## src/rtl/core/kvtp_pkg.sv

```systemverilog
// ----------------------------------------------------------------------------
// kvtp_pkg
// Shared beat types, protocol characters and codes for the request parser.
// ----------------------------------------------------------------------------
package kvtp_pkg;

    typedef struct packed {
        logic [7:0] byte_in;
        logic       new_connection;
    } in_beat_t;

    typedef struct packed {
        logic [1:0]  event_res;
        logic [1:0]  command;
        logic [7:0]  byte_value;
        logic [13:0] value_length;
        logic [1:0]  error_code;
        logic        last;
    } out_beat_t;

    // parser phases
    localparam logic [1:0] PH_GAP   = 2'd0;
    localparam logic [1:0] PH_WORD  = 2'd1;
    localparam logic [1:0] PH_VALUE = 2'd2;
    localparam logic [1:0] PH_TRAIL = 2'd3;

    // event codes
    localparam logic [1:0] EV_KEY   = 2'd0;
    localparam logic [1:0] EV_READY = 2'd1;
    localparam logic [1:0] EV_VALUE = 2'd2;
    localparam logic [1:0] EV_ERROR = 2'd3;

    // command codes
    localparam logic [1:0] CMD_GET = 2'd0;
    localparam logic [1:0] CMD_DEL = 2'd1;
    localparam logic [1:0] CMD_ADD = 2'd2;
    localparam logic [1:0] CMD_SET = 2'd3;

    // error codes
    localparam logic [1:0] ERR_LINE_END = 2'd0;
    localparam logic [1:0] ERR_UNKNOWN  = 2'd1;
    localparam logic [1:0] ERR_MISSING  = 2'd2;
    localparam logic [1:0] ERR_TOO_LONG = 2'd3;

    // characters
    localparam logic [7:0] CH_LF    = 8'h0A;
    localparam logic [7:0] CH_CR    = 8'h0D;
    localparam logic [7:0] CH_SP    = 8'h20;
    localparam logic [7:0] CH_PLUS  = 8'h2B;
    localparam logic [7:0] CH_MINUS = 8'h2D;
    localparam logic [7:0] CH_ZERO  = 8'h30;
    localparam logic [7:0] CH_NINE  = 8'h39;

    localparam logic [23:0] WORD_GET = "get";
    localparam logic [23:0] WORD_DEL = "del";
    localparam logic [23:0] WORD_ADD = "add";
    localparam logic [23:0] WORD_SET = "set";

    localparam logic [2:0] FWL_FULL = 3'd3;
    localparam logic [2:0] FWL_OVER = 3'd4;

    // returns {hit, command}
    function automatic logic [2:0] lookup(input logic [23:0] fw, input logic [2:0] fwl);
        logic [2:0] r;
        r = 3'b000;
        if (fwl == FWL_FULL)
        begin
            if (fw == WORD_GET)
                r = {1'b1, CMD_GET};
            else if (fw == WORD_DEL)
                r = {1'b1, CMD_DEL};
            else if (fw == WORD_ADD)
                r = {1'b1, CMD_ADD};
            else if (fw == WORD_SET)
                r = {1'b1, CMD_SET};
        end
        return r;
    endfunction

endpackage

```

## src/rtl/core/kvtp_parser.sv

```systemverilog
// ----------------------------------------------------------------------------
// kvtp_parser
// Parser state registers and the one-beat update that yields at most one
// result per accepted request byte.
// ----------------------------------------------------------------------------
module kvtp_parser #(
    parameter int BUFFER_BYTES = 8192
) (
    input  logic                 clk,
    input  logic                 rst_n,
    input  logic                 beat,
    input  kvtp_pkg::in_beat_t   in_item,
    output logic                 res_valid,
    output kvtp_pkg::out_beat_t  res
);

    localparam int BS_W    = $clog2(BUFFER_BYTES + 2);
    localparam int SUM_W   = ((BS_W > 14) ? BS_W : 14) + 2;
    localparam int CAP_INT = (BUFFER_BYTES < 16383) ? BUFFER_BYTES : 16383;
    localparam logic [13:0]      COUNT_CAP = 14'(CAP_INT);
    localparam logic [BS_W-1:0]  BUF_LIM   = BS_W'(BUFFER_BYTES);
    localparam logic [SUM_W-1:0] BUF_SUM   = SUM_W'(BUFFER_BYTES);

    logic [1:0]      phase_reg, phase_next, phase_c;
    logic [1:0]      wn_reg, wn_next, wn_c;
    logic [1:0]      cc_reg, cc_next, cc_c;
    logic [23:0]     fw_reg, fw_next, fw_c;
    logic [2:0]      fwl_reg, fwl_next, fwl_c;
    logic [7:0]      hb_reg, hb_next, hb_c;
    logic            hv_reg, hv_next, hv_c;
    logic [13:0]     dl_reg, dl_next, dl_c;
    logic [BS_W-1:0] bs_reg, bs_next, bs_c;
    logic            kp_reg, kp_next, kp_c;
    logic            cp_reg, cp_next, cp_c;
    logic            halted_reg, halted_next, halted_c;
    logic            cs_reg, cs_next, cs_c;

    always_comb
    begin
        logic [7:0]       b;
        logic [7:0]       c;
        logic [2:0]       lk;
        logic [BS_W-1:0]  bs1;
        logic             do_clear;
        logic             first;
        logic             sign;
        logic             cs_v;
        logic [13:0]      dl_v;
        logic [17:0]      v;

        b = in_item.byte_in;
        c = hb_reg;
        do_clear = 1'b0;
        first = 1'b0;
        sign = 1'b0;
        cs_v = 1'b0;
        dl_v = '0;
        v = '0;

        phase_c  = phase_reg;
        wn_c     = wn_reg;
        cc_c     = cc_reg;
        fw_c     = fw_reg;
        fwl_c    = fwl_reg;
        hb_c     = hb_reg;
        hv_c     = hv_reg;
        dl_c     = dl_reg;
        bs_c     = bs_reg;
        kp_c     = kp_reg;
        cp_c     = cp_reg;
        halted_c = halted_reg;
        cs_c     = cs_reg;
        if (in_item.new_connection)
        begin
            phase_c  = kvtp_pkg::PH_GAP;
            wn_c     = '0;
            cc_c     = '0;
            fw_c     = '0;
            fwl_c    = '0;
            hb_c     = '0;
            hv_c     = 1'b0;
            dl_c     = '0;
            bs_c     = '0;
            kp_c     = 1'b0;
            cp_c     = 1'b0;
            halted_c = 1'b0;
            cs_c     = 1'b0;
        end
        c  = hb_c;
        lk = kvtp_pkg::lookup(fw_c, fwl_c);
        bs1 = bs_c + BS_W'(1);

        phase_next  = phase_c;
        wn_next     = wn_c;
        cc_next     = cc_c;
        fw_next     = fw_c;
        fwl_next    = fwl_c;
        hb_next     = hb_c;
        hv_next     = hv_c;
        dl_next     = dl_c;
        bs_next     = bs_c;
        kp_next     = kp_c;
        cp_next     = cp_c;
        halted_next = halted_c;
        cs_next     = cs_c;

        res_valid = 1'b0;
        res       = '0;

        if (!halted_c)
        begin
            unique case (phase_c)
                kvtp_pkg::PH_VALUE:
                begin
                    res_valid = 1'b1;
                    res.event_res    = kvtp_pkg::EV_VALUE;
                    res.command      = cc_c;
                    res.byte_value   = b;
                    res.value_length = dl_c;
                    if (SUM_W'(bs1) >= SUM_W'(dl_c))
                    begin
                        res.last   = 1'b1;
                        phase_next = kvtp_pkg::PH_TRAIL;
                        bs_next    = '0;
                    end
                    else
                    begin
                        bs_next = bs1;
                    end
                end
                kvtp_pkg::PH_TRAIL:
                begin
                    bs_next = bs1;
                    if (bs1 >= BS_W'(2))
                        do_clear = 1'b1;
                end
                default:
                begin
                    bs_next = bs1;
                    if (bs1 > BUF_LIM)
                    begin
                        halted_next = 1'b1;
                        res_valid = 1'b1;
                        res.event_res  = kvtp_pkg::EV_ERROR;
                        res.error_code = kvtp_pkg::ERR_TOO_LONG;
                        res.last       = 1'b1;
                    end
                    else if (b == kvtp_pkg::CH_LF)
                    begin
                        res_valid = 1'b1;
                        res.event_res = kvtp_pkg::EV_ERROR;
                        res.last      = 1'b1;
                        if (!(hv_c && hb_c == kvtp_pkg::CH_CR))
                        begin
                            halted_next = 1'b1;
                            res.error_code = kvtp_pkg::ERR_LINE_END;
                        end
                        else if (!lk[2])
                        begin
                            halted_next = 1'b1;
                            res.error_code = kvtp_pkg::ERR_UNKNOWN;
                        end
                        else if (!kp_c || (lk[1] && !cp_c))
                        begin
                            halted_next = 1'b1;
                            res.error_code = kvtp_pkg::ERR_MISSING;
                        end
                        else if (!lk[1])
                        begin
                            // get or del complete at the line end
                            do_clear = 1'b1;
                            res.event_res = kvtp_pkg::EV_READY;
                            res.command   = lk[1:0];
                        end
                        else if (SUM_W'(bs1) + SUM_W'(dl_c) + SUM_W'(2) > BUF_SUM)
                        begin
                            halted_next = 1'b1;
                            res.error_code = kvtp_pkg::ERR_TOO_LONG;
                        end
                        else
                        begin
                            cc_next = lk[1:0];
                            hv_next = 1'b0;
                            bs_next = '0;
                            phase_next = (dl_c == '0) ? kvtp_pkg::PH_TRAIL
                                                      : kvtp_pkg::PH_VALUE;
                            res.event_res    = kvtp_pkg::EV_READY;
                            res.command      = lk[1:0];
                            res.value_length = dl_c;
                            res.last         = (dl_c == '0);
                        end
                    end
                    else
                    begin
                        // held byte is now known not to be the CR of a line end
                        if (hv_c)
                        begin
                            if (c == kvtp_pkg::CH_SP)
                            begin
                                if (phase_c == kvtp_pkg::PH_WORD)
                                begin
                                    if (wn_c == 2'd0)
                                        cc_next = lk[2] ? lk[1:0] : kvtp_pkg::CMD_GET;
                                    if (wn_c != 2'd3)
                                        wn_next = wn_c + 2'd1;
                                    phase_next = kvtp_pkg::PH_GAP;
                                end
                            end
                            else
                            begin
                                first = (phase_c != kvtp_pkg::PH_WORD);
                                phase_next = kvtp_pkg::PH_WORD;
                                case (wn_c)
                                    2'd0:
                                    begin
                                        if (fwl_c < kvtp_pkg::FWL_FULL)
                                        begin
                                            fw_next  = {fw_c[15:0], c};
                                            fwl_next = fwl_c + 3'd1;
                                        end
                                        else
                                        begin
                                            fwl_next = kvtp_pkg::FWL_OVER;
                                        end
                                    end
                                    2'd1:
                                    begin
                                        kp_next = 1'b1;
                                        if (lk[2])
                                        begin
                                            res_valid = 1'b1;
                                            res.event_res  = kvtp_pkg::EV_KEY;
                                            res.command    = lk[1:0];
                                            res.byte_value = c;
                                        end
                                    end
                                    2'd2:
                                    begin
                                        cs_v = cs_c;
                                        dl_v = dl_c;
                                        if (first)
                                        begin
                                            cp_next = 1'b1;
                                            cs_v = 1'b0;
                                            dl_v = '0;
                                            if (c == kvtp_pkg::CH_PLUS
                                                || c == kvtp_pkg::CH_MINUS)
                                            begin
                                                cs_v = (c == kvtp_pkg::CH_MINUS);
                                                sign = 1'b1;
                                            end
                                        end
                                        if (!sign && !cs_v)
                                        begin
                                            if (c >= kvtp_pkg::CH_ZERO
                                                && c <= kvtp_pkg::CH_NINE)
                                            begin
                                                v = (18'(dl_v) << 3) + (18'(dl_v) << 1)
                                                    + 18'(c - kvtp_pkg::CH_ZERO);
                                                dl_v = (v > 18'(COUNT_CAP)) ? COUNT_CAP
                                                                             : v[13:0];
                                            end
                                            else
                                            begin
                                                cs_v = 1'b1;
                                            end
                                        end
                                        cs_next = cs_v;
                                        dl_next = dl_v;
                                    end
                                    default:
                                    begin
                                    end
                                endcase
                            end
                        end
                        hb_next = b;
                        hv_next = 1'b1;
                    end
                end
            endcase
        end

        if (do_clear)
        begin
            phase_next = kvtp_pkg::PH_GAP;
            wn_next    = '0;
            cc_next    = '0;
            fw_next    = '0;
            fwl_next   = '0;
            hb_next    = '0;
            hv_next    = 1'b0;
            dl_next    = '0;
            bs_next    = '0;
            kp_next    = 1'b0;
            cp_next    = 1'b0;
            cs_next    = 1'b0;
        end

        if (!beat)
            res_valid = 1'b0;
    end

    always_ff @(posedge clk or negedge rst_n)
    begin
        if (!rst_n)
        begin
            phase_reg  <= kvtp_pkg::PH_GAP;
            wn_reg     <= '0;
            cc_reg     <= '0;
            fw_reg     <= '0;
            fwl_reg    <= '0;
            hb_reg     <= '0;
            hv_reg     <= 1'b0;
            dl_reg     <= '0;
            bs_reg     <= '0;
            kp_reg     <= 1'b0;
            cp_reg     <= 1'b0;
            halted_reg <= 1'b0;
            cs_reg     <= 1'b0;
        end
        else if (beat)
        begin
            phase_reg  <= phase_next;
            wn_reg     <= wn_next;
            cc_reg     <= cc_next;
            fw_reg     <= fw_next;
            fwl_reg    <= fwl_next;
            hb_reg     <= hb_next;
            hv_reg     <= hv_next;
            dl_reg     <= dl_next;
            bs_reg     <= bs_next;
            kp_reg     <= kp_next;
            cp_reg     <= cp_next;
            halted_reg <= halted_next;
            cs_reg     <= cs_next;
        end
    end

endmodule

```

## src/rtl/core/kvtp_out_skid.sv

```systemverilog
// ----------------------------------------------------------------------------
// kvtp_out_skid
// Result register with one skid entry so a new beat can be taken while the
// current result waits on a stalled consumer.
// ----------------------------------------------------------------------------
module kvtp_out_skid (
    input  logic                 clk,
    input  logic                 rst_n,
    input  logic                 push,
    input  kvtp_pkg::out_beat_t  push_data,
    output logic                 full,
    output logic                 out_valid,
    input  logic                 out_stall,
    output kvtp_pkg::out_beat_t  out_data
);

    logic                main_valid_reg;
    logic                skid_valid_reg;
    kvtp_pkg::out_beat_t main_reg;
    kvtp_pkg::out_beat_t skid_reg;
    logic                freed;

    assign freed     = !main_valid_reg || !out_stall;
    assign full      = skid_valid_reg;
    assign out_valid = main_valid_reg;
    assign out_data  = main_reg;

    always_ff @(posedge clk or negedge rst_n)
    begin
        if (!rst_n)
        begin
            main_valid_reg <= 1'b0;
            skid_valid_reg <= 1'b0;
        end
        else if (skid_valid_reg)
        begin
            if (freed)
            begin
                main_valid_reg <= 1'b1;
                skid_valid_reg <= 1'b0;
            end
        end
        else if (push)
        begin
            if (freed)
                main_valid_reg <= 1'b1;
            else
                skid_valid_reg <= 1'b1;
        end
        else if (freed)
        begin
            main_valid_reg <= 1'b0;
        end
    end

    always_ff @(posedge clk)
    begin
        if (skid_valid_reg)
        begin
            if (freed)
                main_reg <= skid_reg;
        end
        else if (push)
        begin
            if (freed)
                main_reg <= push_data;
            else
                skid_reg <= push_data;
        end
    end

endmodule

```

## src/rtl/core/kv_text_request_parser_unit.sv

```systemverilog
// results are registered in the result register, or in its skid entry on a stall
// throughput: one request byte per cycle unless req_stall is high
// req_stall rises only while the result register and its skid entry are both full
// reset (rst_n low, asynchronous) clears parser state and empties both result entries
// ----------------------------------------------------------------------------
// kv_text_request_parser_unit
// Text key/value request parser: splits request lines, passes out key and
// value bytes, request-ready and error events.
// ----------------------------------------------------------------------------
module kv_text_request_parser_unit #(
    parameter int BUFFER_BYTES = 8192
) (
    input  logic                 clk,
    input  logic                 rst_n,
    input  logic                 req_valid,
    output logic                 req_stall,
    input  kvtp_pkg::in_beat_t   req_data,
    output logic                 evt_valid,
    input  logic                 evt_stall,
    output kvtp_pkg::out_beat_t  evt_data
);

    logic                beat;
    logic                res_valid;
    kvtp_pkg::out_beat_t res;
    logic                skid_full;

    assign req_stall = skid_full;
    assign beat      = req_valid && !skid_full;

    kvtp_parser #(
        .BUFFER_BYTES(BUFFER_BYTES)
    ) u_parser (
        .clk       (clk),
        .rst_n     (rst_n),
        .beat      (beat),
        .in_item   (req_data),
        .res_valid (res_valid),
        .res       (res)
    );

    kvtp_out_skid u_out (
        .clk       (clk),
        .rst_n     (rst_n),
        .push      (res_valid),
        .push_data (res),
        .full      (skid_full),
        .out_valid (evt_valid),
        .out_stall (evt_stall),
        .out_data  (evt_data)
    );

endmodule

```

## config.mk

```make
export PLATFORM = sky130hd
export DESIGN_NAME = kv_text_request_parser_unit
export DESIGN_NICKNAME = d
export VERILOG_FILES = /design/src/rtl/core/kvtp_pkg.sv /design/src/rtl/core/kvtp_parser.sv /design/src/rtl/core/kvtp_out_skid.sv /design/src/rtl/core/kv_text_request_parser_unit.sv
export SDC_FILE = /design/constraint.sdc
export NUM_CORES = 1
export LEC_CHECK = 0
export ABC_AREA = 1
export ABC_CLOCK_PERIOD_IN_PS = 4800
export BUFFER_PORTS_ARGS = -buffer_cell sky130_fd_sc_hd__buf_2
export CAP_MARGIN = 20
export CORE_MARGIN = 2
export CORE_UTILIZATION = 45
export CTS_CLUSTER_SIZE = 8
export DETAILED_ROUTE_END_ITERATION = 10
export GPL_TIMING_DRIVEN = 0
export SYNTH_ARGS = -nofsm -noshare
export SYNTH_HDL_FRONTEND = slang
export SYNTH_SLANG_ARGS = --single-unit
```

## constraint.sdc

```tcl
create_clock -name clk -period 4.8 [get_ports clk]
set_input_delay 0.24 -clock clk [delete_from_list [all_inputs] [get_ports clk]]
set_output_delay 0.24 -clock clk [all_outputs]
set_load 0.005 [all_outputs]
```

==> results.json <==
{
  "cp_max_fo": 19,
  "grt_use_met3_pct": 3.62,
  "rows": 57,
  "met1_usage_pct": 42.1,
  "avgSynthCellArea_um2": 6.83,
  "combinationalPowerShare_pct": 26.6,
  "dr_total_vias": 11400,
  "grt.total_usage_pct": 29.4,
  "skew_ns": 0.0145,
  "area.sequential_um2": 3640,
  "core_um2": 24300,
  "worstRegToRegCells": 29,
  "synth-seq-cells": 134,
  "insertion_delay_ns": 0.43,
  "yosysSeqAreaShare_pct": 32.7,
  "gp_congestion": 0.985,
  "critPathCapture": "u_parser.dl_reg[10]",
  "yosys.area.top_type": "dfrtp_1",
  "die_w_um": 161,
  "grt_first_pass_wirelength_um": 59300,
  "drv_cap": 0,
  "hold_path.class": "primary input to flop",
  "ant_nets": 0,
  "status": "completed",
  "initial_core_util_pct": 45.8,
  "antenna_found_initial": 0,
  "r2r_start": "u_parser.phase_reg[0]",
  "synth_warnings": 0,
  "period_share_pct": 95.1,
  "fin_cells": 2053,
  "critPathRequiredTime_ns": 5.14,
  "final_layout_size_suffix_gt1_share_pct": 14.7,
  "gr-max-usage-layer": "met2",
  "p_leak_nw": 6.16,
  "swShare_pct": 33.7,
  "post-place-cells": 2001,
  "grt_pass1_vias": 10600,
  "syn_inst": 1631,
  "synth_edf_count": 58,
  "clk_pin_slew_ns": 0.06,
  "ir_drop_v": 0.000215,
  "max_slew_margin_pct": 37.4,
  "power.internal_mw": 2.53,
  "hpwlAfterDp_um": 29300,
  "dieArea_um2": 26000,
  "ios": 44,
  "dr.pass1.iters": 5,
  "startpoint_type": "primary input",
  "cts_tree": "done",
  "htree_levels": 4,
  "ys_async_sr_fraction_pct": 56.7,
  "powerDensity_nw_per_um2": 290,
  "yosys-top-cells-area": "dfrtp_1, edfxtp_1, nand2_1",
  "fmax_mhz": 219,
  "antennaDiodeCount": 0,
  "startpoint": "req_data[0]",
  "crit_arrival_ns": 4.90,
  "ff2ff_setup_slack_ns": 0.25,
  "hold_viol": 0,
  "cts.path.max_buffers": 2,
  "clkPwrFrac_pct": 38.7,
  "grt_overflow": 0,
  "cts_buffers": 17,
  "period_needed_ns": 4.56,
  "multi_input_area_um2": 6710,
  "drt_iter0_markers": 1113,
  "drc": 0,
  "setup_violations": 0,
  "avgViaCountPerCell": 5.56,
  "grt_max_degree": 45,
  "power_frac_seq_pct": 34.7,
  "slew_violations": 0,
  "synth_top_area_share_pct": 17.1,
  "fin_nets": 1792,
  "endpoint_kind": "flop",
  "io_buffers": 43,
  "p_switching_mw": 1.29,
  "syn2layout_area_growth_pct": 18.2,
  "post_drt_wl_per_cell_um": 18.5,
  "worst_pin_slew_ns": 0.935,
  "ys_types": 49,
  "synth_common_cells": "nand2_1, inv_1, nor2_1",
  "dieHeight_um": 161,
  "final_util_pct": 54.2,
  "synth.most_common_cell": "nand2_1",
  "fillers": 2406,
  "ys.flop_type": "dfrtp_1",
  "synth_nets": 1706,
  "r2r-end": "u_parser.dl_reg[13]",
  "path_class": "primary input to flop",
  "netlist_area_um2": 11100,
  "met2_usage_pct": 46.2,
  "cts-root-buf": "clkbuf_16",
  "clkSinkCount": 134,
  "routed_wirelength_um": 38000
}
## through the flow
step | cell area (µm²) | power [mW] | TNS [ns] | setup WS (ns) | hold slack [ns]
finish | 13200 | 3.82 | 0 | 0.236 | 0.115
floorplan | 11200 | 1.98 | -2.14 | -0.193 | -0.0556
detailed placement | 11900 | 2.25 | -251.55 | -1.81 | 0.235
CTS | 12800 | 3.76 | 0 | 0.000532 | 0.106
global placement | 11800 | 2.23 | -271.25 | -1.79 | 0.461
global route | 13200 | 4.00 | -0.0547 | -0.0401 | 0.139
## critical path, stage by stage
cell     delay [ns]
buf_2          0.16
buf_12         0.14
buf_12         0.15
buf_8          0.16
buf_8          0.15
buf_12         0.16
nor2_4         0.12
ha_4           0.17
nand2_1        0.12
nor4_1         0.36
xor2_1         0.33
nor3_1         0.29
nand4_1        0.13
nand2_1        0.28
nand2_2        0.21
nor2_2         0.49
inv_2          0.23
nor2_1         0.41
inv_1          0.15
a21oi_1        0.23
o21ai_0        0.11
o21ai_0        0.08
## power groups by stage
| stage | sequential [mW] | clock (mW) | combinational [mW] |
|---|---|---|---|
| floorplan | 1.33 | 0 | 0.643 |
| finish | 1.32 | 1.48 | 1.01 |
| global route | 1.33 | 1.54 | 1.12 |
| detailed placement | 1.34 | 0 | 0.901 |
| CTS | 1.32 | 1.50 | 0.937 |
| global placement | 1.34 | 0 | 0.884 |
## metal layers
layer  part of all wire [%]  vias up
met3                    7.8       71
met4                    2.9        0
li1                       -     5534
met2                     45      471
met5                      0        -
met1                     45     5336
## cell usage in the layout (no fill, tap or decap), types with 9 or more instances in the layout
cell type  count
clkbuf_16     18
inv_2         17
nor2_4        18
o211ai_1      12
xor2_1        18
o21ai_1       15
nor2_1       156
buf_2         51
ha_1          43
nand4_1       25
a21oi_1       90
fa_1          13
nand2_2       20
inv_1        222
buf_4         20
nand2_1      392
o22ai_1       24
edfxtp_1      58
nand3_2       10
o21ai_2        9
dfrtp_1       76
clkbuf_1      23
nor2_2        26
nand3_1      118
o21ai_0       97
nor3_1        28
nor4_1        11
## timing repair
item                                   4_1_cts  5_1_grt
setup endpoints to repair                  190      158
buffers inserted                             6       14
hold buffers                                 1        0
endpoints found under the hold margin       32        0
pin swaps                                    7       24
cloned                                       1        2
gates resized for setup                     36       86
## worst min path at each step
stage	startpoint	to	slack (ns)	depth (start not counted)
after floorplan	rst_n	u_out.full	-0.06	0
after global placement	u_parser.bs_reg[13]	u_parser.bs_reg[13]	0.46	2
after detailed placement	rst_n	u_parser.bs_reg[9]	0.24	1
after CTS	evt_stall	u_out.out_valid	0.11	3
after global routing	evt_stall	u_out.out_valid	0.14	3
final	evt_stall	u_out.out_valid	0.12	3
## cell families (layout without fill, tap and decap cells)
group | Yosys count | count (layout) | share of synthesized area (%)
xor gates and xnor gates | 25 | 25 | 2.03
buffers and inverters | 295 | 393 | 10.6
adders and majority gates | 62 | 62 | 7.90
DFF | 134 | 134 | 32.7
AOI/OAI and AO/OA | 283 | 283 | 14.2
muxes | 1 | 1 | 0.101
and+or+nand+nor | 831 | 831 | 32.5
## final cells by class
cell class,instances,area share [%]
timing repair buffer,70,3.95
multi-input combinational,1202,50.9
sequential,134,27.7
buffer,46,2.45
clock inverter,14,1.70
tap,324,3.08
clock buffer,17,3.23
inverter,246,7.03
No activity file was read; power rests on OpenSTA's default activity.
